`config.mk`:
```
export PLATFORM = sky130hd
export DESIGN_NAME = sm4_round
export DESIGN_NICKNAME = d
export VERILOG_FILES = /design/src/design/sm4_pkg.sv /design/src/design/sm4_round.sv
export SDC_FILE = /design/constraint.sdc
export NUM_CORES = 1
export LEC_CHECK = 0
export BUFFER_PORTS_ARGS = -buffer_cell sky130_fd_sc_hd__buf_2
export CAP_MARGIN = 25
export CELL_PAD_IN_SITES_DETAIL_PLACEMENT = 0
export CELL_PAD_IN_SITES_GLOBAL_PLACEMENT = 2
export CORE_MARGIN = 3
export CORE_UTILIZATION = 25
export DETAILED_ROUTE_END_ITERATION = 10
export PLACE_DENSITY_LB_ADDON = 0.12
export SYNTH_ARGS = -nofsm -noshare
export SYNTH_HDL_FRONTEND = slang
export SYNTH_SLANG_ARGS = --single-unit
```
`constraint.sdc`:
```
create_clock -name clk -period 6.5 [get_ports clk]
set_clock_uncertainty 0.1 [all_clocks]
set_input_delay 0.975 -clock clk [delete_from_list [all_inputs] [get_ports clk]]
set_output_delay 0.975 -clock clk [all_outputs]
set_load 0.005 [all_outputs]
```
`src/design/sm4_pkg.sv`:
```
// SM4 package: S-box, constants, round functions and shared types.
package sm4_pkg;

  localparam int unsigned NumRounds = 32;
  localparam int unsigned RkIdxW    = 5;

  localparam logic [2:0] CFG_KEY0 = 3'd0;
  localparam logic [2:0] CFG_KEY1 = 3'd1;
  localparam logic [2:0] CFG_KEY2 = 3'd2;
  localparam logic [2:0] CFG_KEY3 = 3'd3;
  localparam logic [2:0] CFG_MODE = 3'd4;

  localparam logic [31:0] FK0 = 32'ha3b1bac6;
  localparam logic [31:0] FK1 = 32'h56aa3350;
  localparam logic [31:0] FK2 = 32'h677d9197;
  localparam logic [31:0] FK3 = 32'hb27022dc;

  typedef logic [31:0] word_t;

  typedef struct packed {
    word_t x0;
    word_t x1;
    word_t x2;
    word_t x3;
  } blk_t;

  localparam logic [7:0] SBOX [256] = '{
    8'hd6,8'h90,8'he9,8'hfe,8'hcc,8'he1,8'h3d,8'hb7,8'h16,8'hb6,8'h14,8'hc2,8'h28,8'hfb,8'h2c,8'h05,
    8'h2b,8'h67,8'h9a,8'h76,8'h2a,8'hbe,8'h04,8'hc3,8'haa,8'h44,8'h13,8'h26,8'h49,8'h86,8'h06,8'h99,
    8'h9c,8'h42,8'h50,8'hf4,8'h91,8'hef,8'h98,8'h7a,8'h33,8'h54,8'h0b,8'h43,8'hed,8'hcf,8'hac,8'h62,
    8'he4,8'hb3,8'h1c,8'ha9,8'hc9,8'h08,8'he8,8'h95,8'h80,8'hdf,8'h94,8'hfa,8'h75,8'h8f,8'h3f,8'ha6,
    8'h47,8'h07,8'ha7,8'hfc,8'hf3,8'h73,8'h17,8'hba,8'h83,8'h59,8'h3c,8'h19,8'he6,8'h85,8'h4f,8'ha8,
    8'h68,8'h6b,8'h81,8'hb2,8'h71,8'h64,8'hda,8'h8b,8'hf8,8'heb,8'h0f,8'h4b,8'h70,8'h56,8'h9d,8'h35,
    8'h1e,8'h24,8'h0e,8'h5e,8'h63,8'h58,8'hd1,8'ha2,8'h25,8'h22,8'h7c,8'h3b,8'h01,8'h21,8'h78,8'h87,
    8'hd4,8'h00,8'h46,8'h57,8'h9f,8'hd3,8'h27,8'h52,8'h4c,8'h36,8'h02,8'he7,8'ha0,8'hc4,8'hc8,8'h9e,
    8'hea,8'hbf,8'h8a,8'hd2,8'h40,8'hc7,8'h38,8'hb5,8'ha3,8'hf7,8'hf2,8'hce,8'hf9,8'h61,8'h15,8'ha1,
    8'he0,8'hae,8'h5d,8'ha4,8'h9b,8'h34,8'h1a,8'h55,8'had,8'h93,8'h32,8'h30,8'hf5,8'h8c,8'hb1,8'he3,
    8'h1d,8'hf6,8'he2,8'h2e,8'h82,8'h66,8'hca,8'h60,8'hc0,8'h29,8'h23,8'hab,8'h0d,8'h53,8'h4e,8'h6f,
    8'hd5,8'hdb,8'h37,8'h45,8'hde,8'hfd,8'h8e,8'h2f,8'h03,8'hff,8'h6a,8'h72,8'h6d,8'h6c,8'h5b,8'h51,
    8'h8d,8'h1b,8'haf,8'h92,8'hbb,8'hdd,8'hbc,8'h7f,8'h11,8'hd9,8'h5c,8'h41,8'h1f,8'h10,8'h5a,8'hd8,
    8'h0a,8'hc1,8'h31,8'h88,8'ha5,8'hcd,8'h7b,8'hbd,8'h2d,8'h74,8'hd0,8'h12,8'hb8,8'he5,8'hb4,8'hb0,
    8'h89,8'h69,8'h97,8'h4a,8'h0c,8'h96,8'h77,8'h7e,8'h65,8'hb9,8'hf1,8'h09,8'hc5,8'h6e,8'hc6,8'h84,
    8'h18,8'hf0,8'h7d,8'hec,8'h3a,8'hdc,8'h4d,8'h20,8'h79,8'hee,8'h5f,8'h3e,8'hd7,8'hcb,8'h39,8'h48
  };

  function automatic word_t tau(input word_t v);
    tau = {SBOX[v[31:24]], SBOX[v[23:16]], SBOX[v[15:8]], SBOX[v[7:0]]};
  endfunction

  function automatic word_t rol(input word_t v, input int unsigned n);
    rol = (v << n) | (v >> (32 - n));
  endfunction

  function automatic word_t lin_d(input word_t v);
    lin_d = v ^ rol(v, 2) ^ rol(v, 10) ^ rol(v, 18) ^ rol(v, 24);
  endfunction

  function automatic word_t lin_k(input word_t v);
    lin_k = v ^ rol(v, 13) ^ rol(v, 23);
  endfunction

  // CK[i] byte j = (4i+j)*7 mod 256, byte 0 most significant
  function automatic word_t ck(input logic [RkIdxW-1:0] i);
    logic [7:0] b0;
    logic [7:0] b1;
    logic [7:0] b2;
    logic [7:0] b3;
    b0 = 8'({i, 2'd0} * 7);
    b1 = 8'({i, 2'd1} * 7);
    b2 = 8'({i, 2'd2} * 7);
    b3 = 8'({i, 2'd3} * 7);
    ck = {b0, b1, b2, b3};
  endfunction

endpackage

```
`src/design/sm4_round.sv`:
```
// One registered SM4 round: block round or key-schedule round.
module sm4_round (
  input  logic                clk,
  input  logic                rst_n,
  input  logic                vld_i,
  input  logic                is_key_i,
  input  sm4_pkg::word_t      rk_i,
  input  sm4_pkg::blk_t       st_i,
  output logic                vld_o,
  output sm4_pkg::blk_t       st_o
);
  import sm4_pkg::*;

  word_t t;
  word_t n;
  logic  vld_r;
  blk_t  st_r;

  always_comb begin
    t = tau(st_i.x1 ^ st_i.x2 ^ st_i.x3 ^ rk_i);
    n = st_i.x0 ^ (is_key_i ? lin_k(t) : lin_d(t));
  end

  always_ff @(posedge clk) begin
    if (!rst_n) begin
      vld_r <= 1'b0;
    end else begin
      vld_r <= vld_i;
    end
    st_r <= '{x0: st_i.x1, x1: st_i.x2, x2: st_i.x3, x3: n};
  end

  assign vld_o = vld_r;
  assign st_o  = st_r;
endmodule

```
==> metrics.yaml <==
die:
  rows: 100
  die-area_um2: 79570
  initial_utilization: 0.2542
  core_um2: 74950
  die_x_um: 282.1
  die_y_um: 282.1
  io_pins: 293
timing:
  fmax_mhz: 178.1
  finalCriticalPeriod_ps: 5613
  worst_slew_pin_slew_ps: 1070
  hold_viol: 0
  maxSlewHeadroom: 0.2818
  fin_crit_sh: 0.8636
  tns_ps: 0
  hold_ws_ps: 504.9
  rsz0062_at_grt: "no"
  drv_slew: 0
  setup_violations: 0
routing:
  dr.max_layer_used: "met5"
  wl_met3_mm: 11.94
  drc: 0
  first_iter_violations: 4004
  first_pass_iters: 6
  detail_route.wl_per_cell_um: 29.33
  post_drt_via_cell_ratio: 6.369
  vias: 24450
  wl_met1_mm: 45.62
  dr_wl_met2_mm: 49.15
  ant_nets: 0
  wirelength_mm: 112.6
synthesis:
  synth_cell_types: 106
  syn_area_per_cell_um2: 7.182
  synth-main-ff-cell: "dfxtp_1"
  synth_cells: 2653
  ys_seq_area_frac: 0.1355
  synthArstFlopShare: 0
  synth-seq-cells: 129
  yosysTopAreaCell: "dfxtp_1"
  synth_edf_count: 0
  yosysWarnings: 0
  synth.area.top_cells: "dfxtp_1 14%, xnor2_1 6.8%, nand2_1 5.7%, a21oi_1 4.8%, o21ai_0 4.8%"
  synth_nets: 2859
  synth_largest_type_area_fraction: 0.1355
  synth_area_um2: 19050
clocking:
  cts_setup_buffers: 0
  cts_max_level: 4
  tritoncts: "done"
  cts_buffer_depth: 2
  cts-root-buf: "clkbuf_16"
  numClockSinks: 129
  cts_resized: 0
  cts_made_buffers: 17
  hold_buffers: 0
  clkSlewWorstSetupHoldPaths_ps: 90
layout:
  nNetsFinal: 3061
  area_growth_pct: 18.98
  drive_gt1_frac: 0.2186
place:
  port_buffers: 292
  gp_congestion: 1.001
  hpwlAfterDp_mm: 81.37
critical_path:
  cp.arrival_ps: 5850
  crit_type: "input pin to register"
  cp_slowest_stage_delay_ps: 880
  path_max_fanout: 25
  crit_path_start: "st_i[17]"
  path_buf_inv: 3
  cpLargestDelayFamily: "compound AO/OA/AOI/OAI gates"
  slowest_stage: "o32ai_2"
  cp-end-kind: "register"
  crit_path_cell_trace: "buf_2, xor2_1, xor2_2, inv_2, buf_4, ha_1, nand2_1, a21oi_1, a311oi_1, a311oi_1, o32ai_2, xnor3_1, o21ai_1, xor2_1"
  cp_data_required_time_ps: 6740
  startpoint_type: "input pin"
hold_path:
  hold_class: "input pin to register"
  hp-start: "st_i[34]"
  whs_endpoint: "st_o[66]"
  hold_path_depth: 1
pwr:
  p_per_area_nw_per_um2: 451.3
  peakVddDrop_mv: 0.2826
  leakage_nw: 8.543
global_routing:
  grt_pass1_wl_mm: 163.4
  grt_pass1_vias: 23430
  antenna_found_initial: 6
  grt_overflow_total: 0
  grt_max_degree: 90
  grt.total_usage: 0.2734
flow_run:
  cap_violations: 0
run_status:
  status: "finished clean"
-- metrics by stage --
| stage | total power, mW | util | std cells | setup slack [ps] | area [µm²] |
|---|---|---|---|---|---|
| 2_1_floorplan | 6.276 | - | 2653 | 1676 | 19050 |
| 3_3_place_gp | 9.137 | 0.2944 | 3804 | 563.5 | 22060 |
| 3_5_place_dp | 8.964 | 0.2945 | 3805 | 547.9 | 22070 |
| 4_1_cts | 10.09 | 0.3024 | 3837 | 1047 | 22670 |
| 5_1_grt | 10.80 | 0.3024 | 3837 | 733.4 | 22670 |
| 6_report | 10.23 | 0.3025 | 3839 | 886.7 | 22670 |
-- state kept, by name, summed over array words and instances, names as in the netlist --
name	flops
vld_o	1
st_o	128
-- Yosys cell counts (all sizes together) (21+ instances only) --
cell     instances
o21ai          215
dfxtp          129
mux2i           43
o22ai           27
a221oi          37
nand3           91
buf            161
o31ai           33
o311ai          37
nand2          293
a21oi          182
ha              42
clkbuf         122
a311oi          47
a31oi           57
a211oi          69
xnor2          171
nor3            95
nor2           232
o221ai          37
a2111oi         21
xor2           112
inv             30
o211ai          61
-- worst max path at each step --
| stage | to | slack [ps] | depth (start not counted) |
|---|---|---|---|
| CTS | st_o[6] | 1050 | 14 |
| global route | st_o[6] | 730 | 14 |
| floorplan | st_o[4] | 1680 | 17 |
| detailed placement | st_o[6] | 550 | 14 |
| global placement | st_o[6] | 560 | 14 |
| finish | st_o[6] | 890 | 14 |
-- placed cells by master (no fill, tap or decap), types with 42 or more instances in the layout --
cell type,Yosys,final
a21oi_1,181,181
o211ai_1,60,60
mux2i_1,42,42
dfxtp_1,129,129
nor3_1,93,93
nand3_1,91,91
a311oi_1,46,46
xor2_1,97,89
ha_1,42,42
xnor2_1,148,129
o21ai_0,181,181
nand2_1,291,291
a31oi_1,56,56
nor2_1,230,230
buf_4,34,166
buf_2,106,292
a211oi_1,67,67
-- area by class of cell --
type                       count  area (µm²)
multi-input combinational   2208       15280
inverter                      33       123.9
sequential                   129        2582
fill                        8134       52280
clock inverter                15       170.2
timing repair buffer         466        2868
antenna                        2       5.005
clock buffer                  17       425.4
tap                          969        1212
-- power by group --
group	internal, mW	switching, mW
sequential	0.965	0.0809
combinational	2.92	5.21
clock	0.575	0.479
total	4.46	5.77
-- routing by layer --
metal  global-route usage  up-vias
met5                    0        -
met4               0.1255        8
met3              0.06355      401
met2               0.4257     1904
met1               0.3584    11720
li1                     -    10420
-- logic make-up (layout without fill, tap and decap cells) --
group	count (synthesis)	in the layout	synth area share
AND/OR/NAND/NOR	822	822	0.1921
other	0	2	0
XOR/XNOR	286	286	0.1486
flip-flops	129	129	0.1355
adder cells (fa/ha/maj)	42	42	0.02758
multiplexers	62	62	0.04216
AO/OA/AOI/OAI	996	996	0.3723
buffers and inverters	316	531	0.08182
No activity file was read; power rests on OpenSTA's default activity.
