`config.mk`:
```
export PLATFORM = sky130hd
export DESIGN_NAME = sm4_key_sched
export DESIGN_NICKNAME = d
export VERILOG_FILES = /design/src/design/sm4_pkg.sv /design/src/design/sm4_key_sched.sv
export SDC_FILE = /design/constraint.sdc
export NUM_CORES = 2
export LEC_CHECK = 0
export BUFFER_PORTS_ARGS = -buffer_cell sky130_fd_sc_hd__buf_4
export CAP_MARGIN = 0
export CORE_AREA = 2 2 449 451
export CTS_BUF_LIST = sky130_fd_sc_hd__clkbuf_2
export DETAILED_ROUTE_END_ITERATION = 10
export DIE_AREA = 0 0 451 453
export PLACE_DENSITY = 0.48
export SYNTH_ARGS = -nofsm -noshare
export SYNTH_HDL_FRONTEND = slang
export SYNTH_SLANG_ARGS = --single-unit
```
`constraint.sdc`:
```
create_clock -name clk -period 9.24 [get_ports clk]
set_input_delay 0.462 -clock clk [delete_from_list [all_inputs] [get_ports clk]]
set_output_delay 0.462 -clock clk [all_outputs]
set_load 0.01 [all_outputs]
```
`src/design/sm4_pkg.sv`:
```
// SM4 package: S-box, constants, round functions and shared types.
package sm4_pkg;

  localparam int unsigned NumRounds = 32;
  localparam int unsigned RkIdxW    = 5;

  localparam logic [2:0] CFG_KEY0 = 3'd0;
  localparam logic [2:0] CFG_KEY1 = 3'd1;
  localparam logic [2:0] CFG_KEY2 = 3'd2;
  localparam logic [2:0] CFG_KEY3 = 3'd3;
  localparam logic [2:0] CFG_MODE = 3'd4;

  localparam logic [31:0] FK0 = 32'ha3b1bac6;
  localparam logic [31:0] FK1 = 32'h56aa3350;
  localparam logic [31:0] FK2 = 32'h677d9197;
  localparam logic [31:0] FK3 = 32'hb27022dc;

  typedef logic [31:0] word_t;

  typedef struct packed {
    word_t x0;
    word_t x1;
    word_t x2;
    word_t x3;
  } blk_t;

  localparam logic [7:0] SBOX [256] = '{
    8'hd6,8'h90,8'he9,8'hfe,8'hcc,8'he1,8'h3d,8'hb7,8'h16,8'hb6,8'h14,8'hc2,8'h28,8'hfb,8'h2c,8'h05,
    8'h2b,8'h67,8'h9a,8'h76,8'h2a,8'hbe,8'h04,8'hc3,8'haa,8'h44,8'h13,8'h26,8'h49,8'h86,8'h06,8'h99,
    8'h9c,8'h42,8'h50,8'hf4,8'h91,8'hef,8'h98,8'h7a,8'h33,8'h54,8'h0b,8'h43,8'hed,8'hcf,8'hac,8'h62,
    8'he4,8'hb3,8'h1c,8'ha9,8'hc9,8'h08,8'he8,8'h95,8'h80,8'hdf,8'h94,8'hfa,8'h75,8'h8f,8'h3f,8'ha6,
    8'h47,8'h07,8'ha7,8'hfc,8'hf3,8'h73,8'h17,8'hba,8'h83,8'h59,8'h3c,8'h19,8'he6,8'h85,8'h4f,8'ha8,
    8'h68,8'h6b,8'h81,8'hb2,8'h71,8'h64,8'hda,8'h8b,8'hf8,8'heb,8'h0f,8'h4b,8'h70,8'h56,8'h9d,8'h35,
    8'h1e,8'h24,8'h0e,8'h5e,8'h63,8'h58,8'hd1,8'ha2,8'h25,8'h22,8'h7c,8'h3b,8'h01,8'h21,8'h78,8'h87,
    8'hd4,8'h00,8'h46,8'h57,8'h9f,8'hd3,8'h27,8'h52,8'h4c,8'h36,8'h02,8'he7,8'ha0,8'hc4,8'hc8,8'h9e,
    8'hea,8'hbf,8'h8a,8'hd2,8'h40,8'hc7,8'h38,8'hb5,8'ha3,8'hf7,8'hf2,8'hce,8'hf9,8'h61,8'h15,8'ha1,
    8'he0,8'hae,8'h5d,8'ha4,8'h9b,8'h34,8'h1a,8'h55,8'had,8'h93,8'h32,8'h30,8'hf5,8'h8c,8'hb1,8'he3,
    8'h1d,8'hf6,8'he2,8'h2e,8'h82,8'h66,8'hca,8'h60,8'hc0,8'h29,8'h23,8'hab,8'h0d,8'h53,8'h4e,8'h6f,
    8'hd5,8'hdb,8'h37,8'h45,8'hde,8'hfd,8'h8e,8'h2f,8'h03,8'hff,8'h6a,8'h72,8'h6d,8'h6c,8'h5b,8'h51,
    8'h8d,8'h1b,8'haf,8'h92,8'hbb,8'hdd,8'hbc,8'h7f,8'h11,8'hd9,8'h5c,8'h41,8'h1f,8'h10,8'h5a,8'hd8,
    8'h0a,8'hc1,8'h31,8'h88,8'ha5,8'hcd,8'h7b,8'hbd,8'h2d,8'h74,8'hd0,8'h12,8'hb8,8'he5,8'hb4,8'hb0,
    8'h89,8'h69,8'h97,8'h4a,8'h0c,8'h96,8'h77,8'h7e,8'h65,8'hb9,8'hf1,8'h09,8'hc5,8'h6e,8'hc6,8'h84,
    8'h18,8'hf0,8'h7d,8'hec,8'h3a,8'hdc,8'h4d,8'h20,8'h79,8'hee,8'h5f,8'h3e,8'hd7,8'hcb,8'h39,8'h48
  };

  function automatic word_t tau(input word_t v);
    tau = {SBOX[v[31:24]], SBOX[v[23:16]], SBOX[v[15:8]], SBOX[v[7:0]]};
  endfunction

  function automatic word_t rol(input word_t v, input int unsigned n);
    rol = (v << n) | (v >> (32 - n));
  endfunction

  function automatic word_t lin_d(input word_t v);
    lin_d = v ^ rol(v, 2) ^ rol(v, 10) ^ rol(v, 18) ^ rol(v, 24);
  endfunction

  function automatic word_t lin_k(input word_t v);
    lin_k = v ^ rol(v, 13) ^ rol(v, 23);
  endfunction

  // CK[i] byte j = (4i+j)*7 mod 256, byte 0 most significant
  function automatic word_t ck(input logic [RkIdxW-1:0] i);
    logic [7:0] b0;
    logic [7:0] b1;
    logic [7:0] b2;
    logic [7:0] b3;
    b0 = 8'({i, 2'd0} * 7);
    b1 = 8'({i, 2'd1} * 7);
    b2 = 8'({i, 2'd2} * 7);
    b3 = 8'({i, 2'd3} * 7);
    ck = {b0, b1, b2, b3};
  endfunction

endpackage

```
`src/design/sm4_key_sched.sv`:
```
// Round key expansion, registered when the key registers change.
module sm4_key_sched (
  input  logic            clk,
  input  logic            rst_n,
  input  sm4_pkg::blk_t   mk_i,
  input  logic            load_i,
  output sm4_pkg::word_t  rk_o [32],
  output logic            busy_o
);
  import sm4_pkg::*;

  blk_t              k_r;
  logic [RkIdxW-1:0] idx_r;
  logic              run_r;
  word_t             rk_r [NumRounds];
  word_t             n;

  always_comb begin
    n = k_r.x0 ^ lin_k(tau(k_r.x1 ^ k_r.x2 ^ k_r.x3 ^ ck(idx_r)));
  end

  // one schedule round per cycle while running, after reset or a key load
  always_ff @(posedge clk) begin
    if (!rst_n) begin
      run_r <= 1'b1;
      idx_r <= '0;
      k_r   <= '{x0: FK0, x1: FK1, x2: FK2, x3: FK3};
    end else if (load_i) begin
      run_r <= 1'b1;
      idx_r <= '0;
      k_r   <= '{x0: mk_i.x0 ^ FK0, x1: mk_i.x1 ^ FK1,
                 x2: mk_i.x2 ^ FK2, x3: mk_i.x3 ^ FK3};
    end else if (run_r) begin
      k_r   <= '{x0: k_r.x1, x1: k_r.x2, x2: k_r.x3, x3: n};
      idx_r <= idx_r + 1'b1;
      if (idx_r == RkIdxW'(NumRounds - 1)) begin
        run_r <= 1'b0;
      end
    end
  end

  always_ff @(posedge clk) begin
    if (run_r && !load_i) begin
      rk_r[idx_r] <= n;
    end
  end

  assign rk_o   = rk_r;
  assign busy_o = run_r;
endmodule

```
==> run_results.csv <==
group,metric,value,unit
run_status,outcome,"finished, final reports clean",
timing,fin_crit,7.47,ns
floorplanning,fp.coreArea,199000,µm²
worst_setup_path,crit_path_end_kind,"register",
timing,tns,0,ns
timing,drv_slew,0,
synth,ys.flop_type,"edfxtp_1",
clock_tree,cts_max_path_buffers,4,
floorplanning,die_h,453,µm
timing,layout_setup_ws,1.77,ns
synth,ys_ff_latch,1158,
job,drv_cap,0,
timing,finalCritPeriodShare,80.9,%
route,drc,0,
route,vias_per_cell,5.33,
clock_tree,cts.htree.levels,5,
synth,yosysTopAreaCellShare,59.5,%
floorplanning,die_w,451,µm
synth,synth_fp_nets,4347,
clock_tree,cts-root-buf,"clkbuf_2",
worst_setup_path,critPathArrivalTime,9.23,ns
synth,synthCells,4165,
route,routed_wl,287000,µm
synth,avgSynthCellArea,12.4,µm²
clock_tree,cts_inserted_buffers,319,
clock_tree,post_cts_resized,0,
synth,synth_warnings,0,
synth,synth-seq-area-share,64.7,%
timing,hold_violations,0,
global_route,grt_pass1_wl,386000,µm
synth,synthTopCellsByArea,"edfxtp_1, dfxtp_1, nand2_1, nor2_1, o21ai_0",
route,postRouteAntennaNets,0,
placed_design,hpwlAfterDp,198000,µm
floorplanning,row_count,164,
worst_setup_path,path_max_fanout,39,
placed_design,pre_cts_slack,2.39,ns
synth,yosys.cell_types.count,94,
cells_and_area,nNetsFinal,6238,
cells_and_area,syn2layout_area_growth,40.8,%
synth,synth.largest_area_cell,"edfxtp_1",
global_route,grt_pass1_vias,45600,
placed_design,place_congestion,0.929,
worst_setup_path,cp-start-kind,"register",
worst_setup_path,criticalPathCategory,"reg2reg",
clock_tree,clkLatencyLatePin,1.89,ns
route,firstDrtPassIters,6,
floorplanning,start_util,25.9,%
clock_tree,cts_tree,"yes",
global_route,grt_overflow,0,
floorplanning,io-pin-count,1156,
timing,finalSetupViolCount,0,
timing,tightestPinTransition,1.35,ns
timing,fin_skew,0.236,ns
timing,max_freq,134,MHz
route,wire_per_inst,32.2,µm
cells_and_area,drive_gt1_share,32.1,%
global_route,grt_max_degree,119,
route,drt_iter0_drc,5968,
synth,synthArstFlopShare,0,%
timing,rsz0062_at_grt,"no",
route,vias,47500,
global_route,grt_usage,26.9,%
global_route,antenna_found_initial,16,
clock_tree,clk_pin_slew_worst_paths,0.09,ns
floorplanning,die_area,204000,µm²
synth,synth_area,51700,µm²
worst_hold_path,hp-class,"in2reg",
synth,synth-edff-count,1024,
timing,relSlewSlack,10.1,%
placed_design,io_buffer_count,1155,
worst_setup_path,cp.required,11.00,ns
cells_and_area,fillers,19900,
clock_tree,cts_sinks,1158,
## synth_stat cells (17+ instances only)
master / number
mux2_2: 50
xor2_1: 51
edfxtp_1: 1024
clkbuf_1: 219
nand4_1: 37
nor3_1: 92
a2111oi_0: 27
a22o_1: 17
a21oi_1: 258
a311oi_1: 34
buf_1: 32
o211ai_1: 69
o21ai_0: 265
a31oi_1: 70
a32oi_1: 21
nand3_1: 94
xnor2_1: 133
buf_2: 61
nand2_1: 420
nor2_1: 379
o2111ai_1: 36
ha_1: 44
a211oi_1: 52
a21o_1: 26
o31ai_1: 18
nor4_1: 20
mux2i_1: 59
inv_1: 25
a221oi_1: 40
dfxtp_1: 134
o311ai_0: 24
o22ai_1: 41
o221ai_1: 29
## cell type report
type	instances	area, µm²	share of cell area [%]
diodes	16	40.0	0.0550
clock inverters	66	423	0.581
inverters	27	103	0.141
flip-flops and latches	1158	33400	45.9
well taps	2656	3320	4.56
clock buffers	451	2260	3.10
multi-input cells	2660	17600	24.2
repair buffers	1890	15600	21.4
## cell families after synthesis
kind of cell	after synthesis	synth area share, %
xor+xnor	218	4.52
mux	109	2.23
buf+inv	347	2.75
fa+ha+maj	52	1.36
simple gates	1116	9.26
compound gates	1165	15.2
flops	1158	64.7
## stage by stage
stage / hold WS, ns / instance area [µm²] / instances / util, %
6_report: 0.249 / 72800 / 8924 / 36.5
5_1_grt: 0.0884 / 72800 / 8919 / 36.5
4_1_cts: 0.00216 / 72800 / 8908 / 36.5
3_5_place_dp: 0.541 / 64600 / 7841 / 32.4
3_3_place_gp: 0.548 / 64600 / 7841 / 32.4
2_1_floorplan: 0.497 / 51700 / 4165 / -
## critical path: stages, from the launching register on
cell and delay [ns]:
dfxtp_1 0.61, inv_1 0.23, ha_1 0.47, xnor2_4 0.76, xor2_4 0.63, buf_4 0.52, nor3_1 0.15, a2111oi_0 0.45
a2111oi_0 0.14, a32oi_1 0.34, nand4_1 0.50, xor2_1 0.32, xnor2_1 0.19, xnor2_2 0.83, buf_4 0.46, o221a_2 0.24
dlygate4sd3_1 0.55
## cells in the final DEF (no fill, tap or decap), types with 41 or more instances in the layout
| cell | n |
|---|---|
| a21oi_1 | 258 |
| ha_1 | 44 |
| edfxtp_1 | 1024 |
| a31oi_1 | 70 |
| mux2i_1 | 59 |
| dfxtp_1 | 133 |
| o22ai_1 | 41 |
| a211oi_1 | 52 |
| o21ai_0 | 265 |
| nor3_1 | 92 |
| clkinv_1 | 48 |
| nand3_1 | 94 |
| dlygate4sd3_1 | 549 |
| nand2_1 | 420 |
| buf_4 | 1338 |
| xnor2_1 | 91 |
| mux2_2 | 50 |
| nor2_1 | 346 |
| clkbuf_2 | 451 |
| o211ai_1 | 69 |
## repair_timing
| action | 4_1_cts | 5_1_grt |
|---|---|---|
| setup buffers | 0 | 0 |
| hold buffers | 550 | 0 |
| hold endpoints to repair | 134 | 0 |
| endpoints found under the setup margin | 0 | 0 |
## state kept, by name (all words and copies together) (netlist names)
signal and flops:
idx_r 5, busy_o 1, k_r 128, rk_o 1024
## worst paths after layout
| kind | start | to | slack (ns) | cells after the start |
|---|---|---|---|---|
| setup / recovery | idx_r[1] | k_r[2] | 1.77 | 16 |
| hold reg to reg | k_r[12] | k_r[12] | 0.62 | 2 |
| hold / removal | mk_i[12] | k_r[12] | 0.25 | 5 |
| setup reg to reg | idx_r[1] | k_r[2] | 1.77 | 16 |
## routing by layer
metal | share of wire [%] | vias up | wire (µm) | global-route usage [%]
met2 | 50 | 2837 | 144000 | 46.5
met3 | 7.8 | 522 | 22400 | 5.63
met1 | 38 | 24200 | 109000 | 32.4
li1 | - | 20000 | - | -
met4 | 4.4 | 8 | 12600 | 11.4
met5 | 0.017 | - | 49 | 0
Power is left out: the tool's default activity adds up to more than one toggle a clock period on the data nets, which glitch-free logic cannot reach.
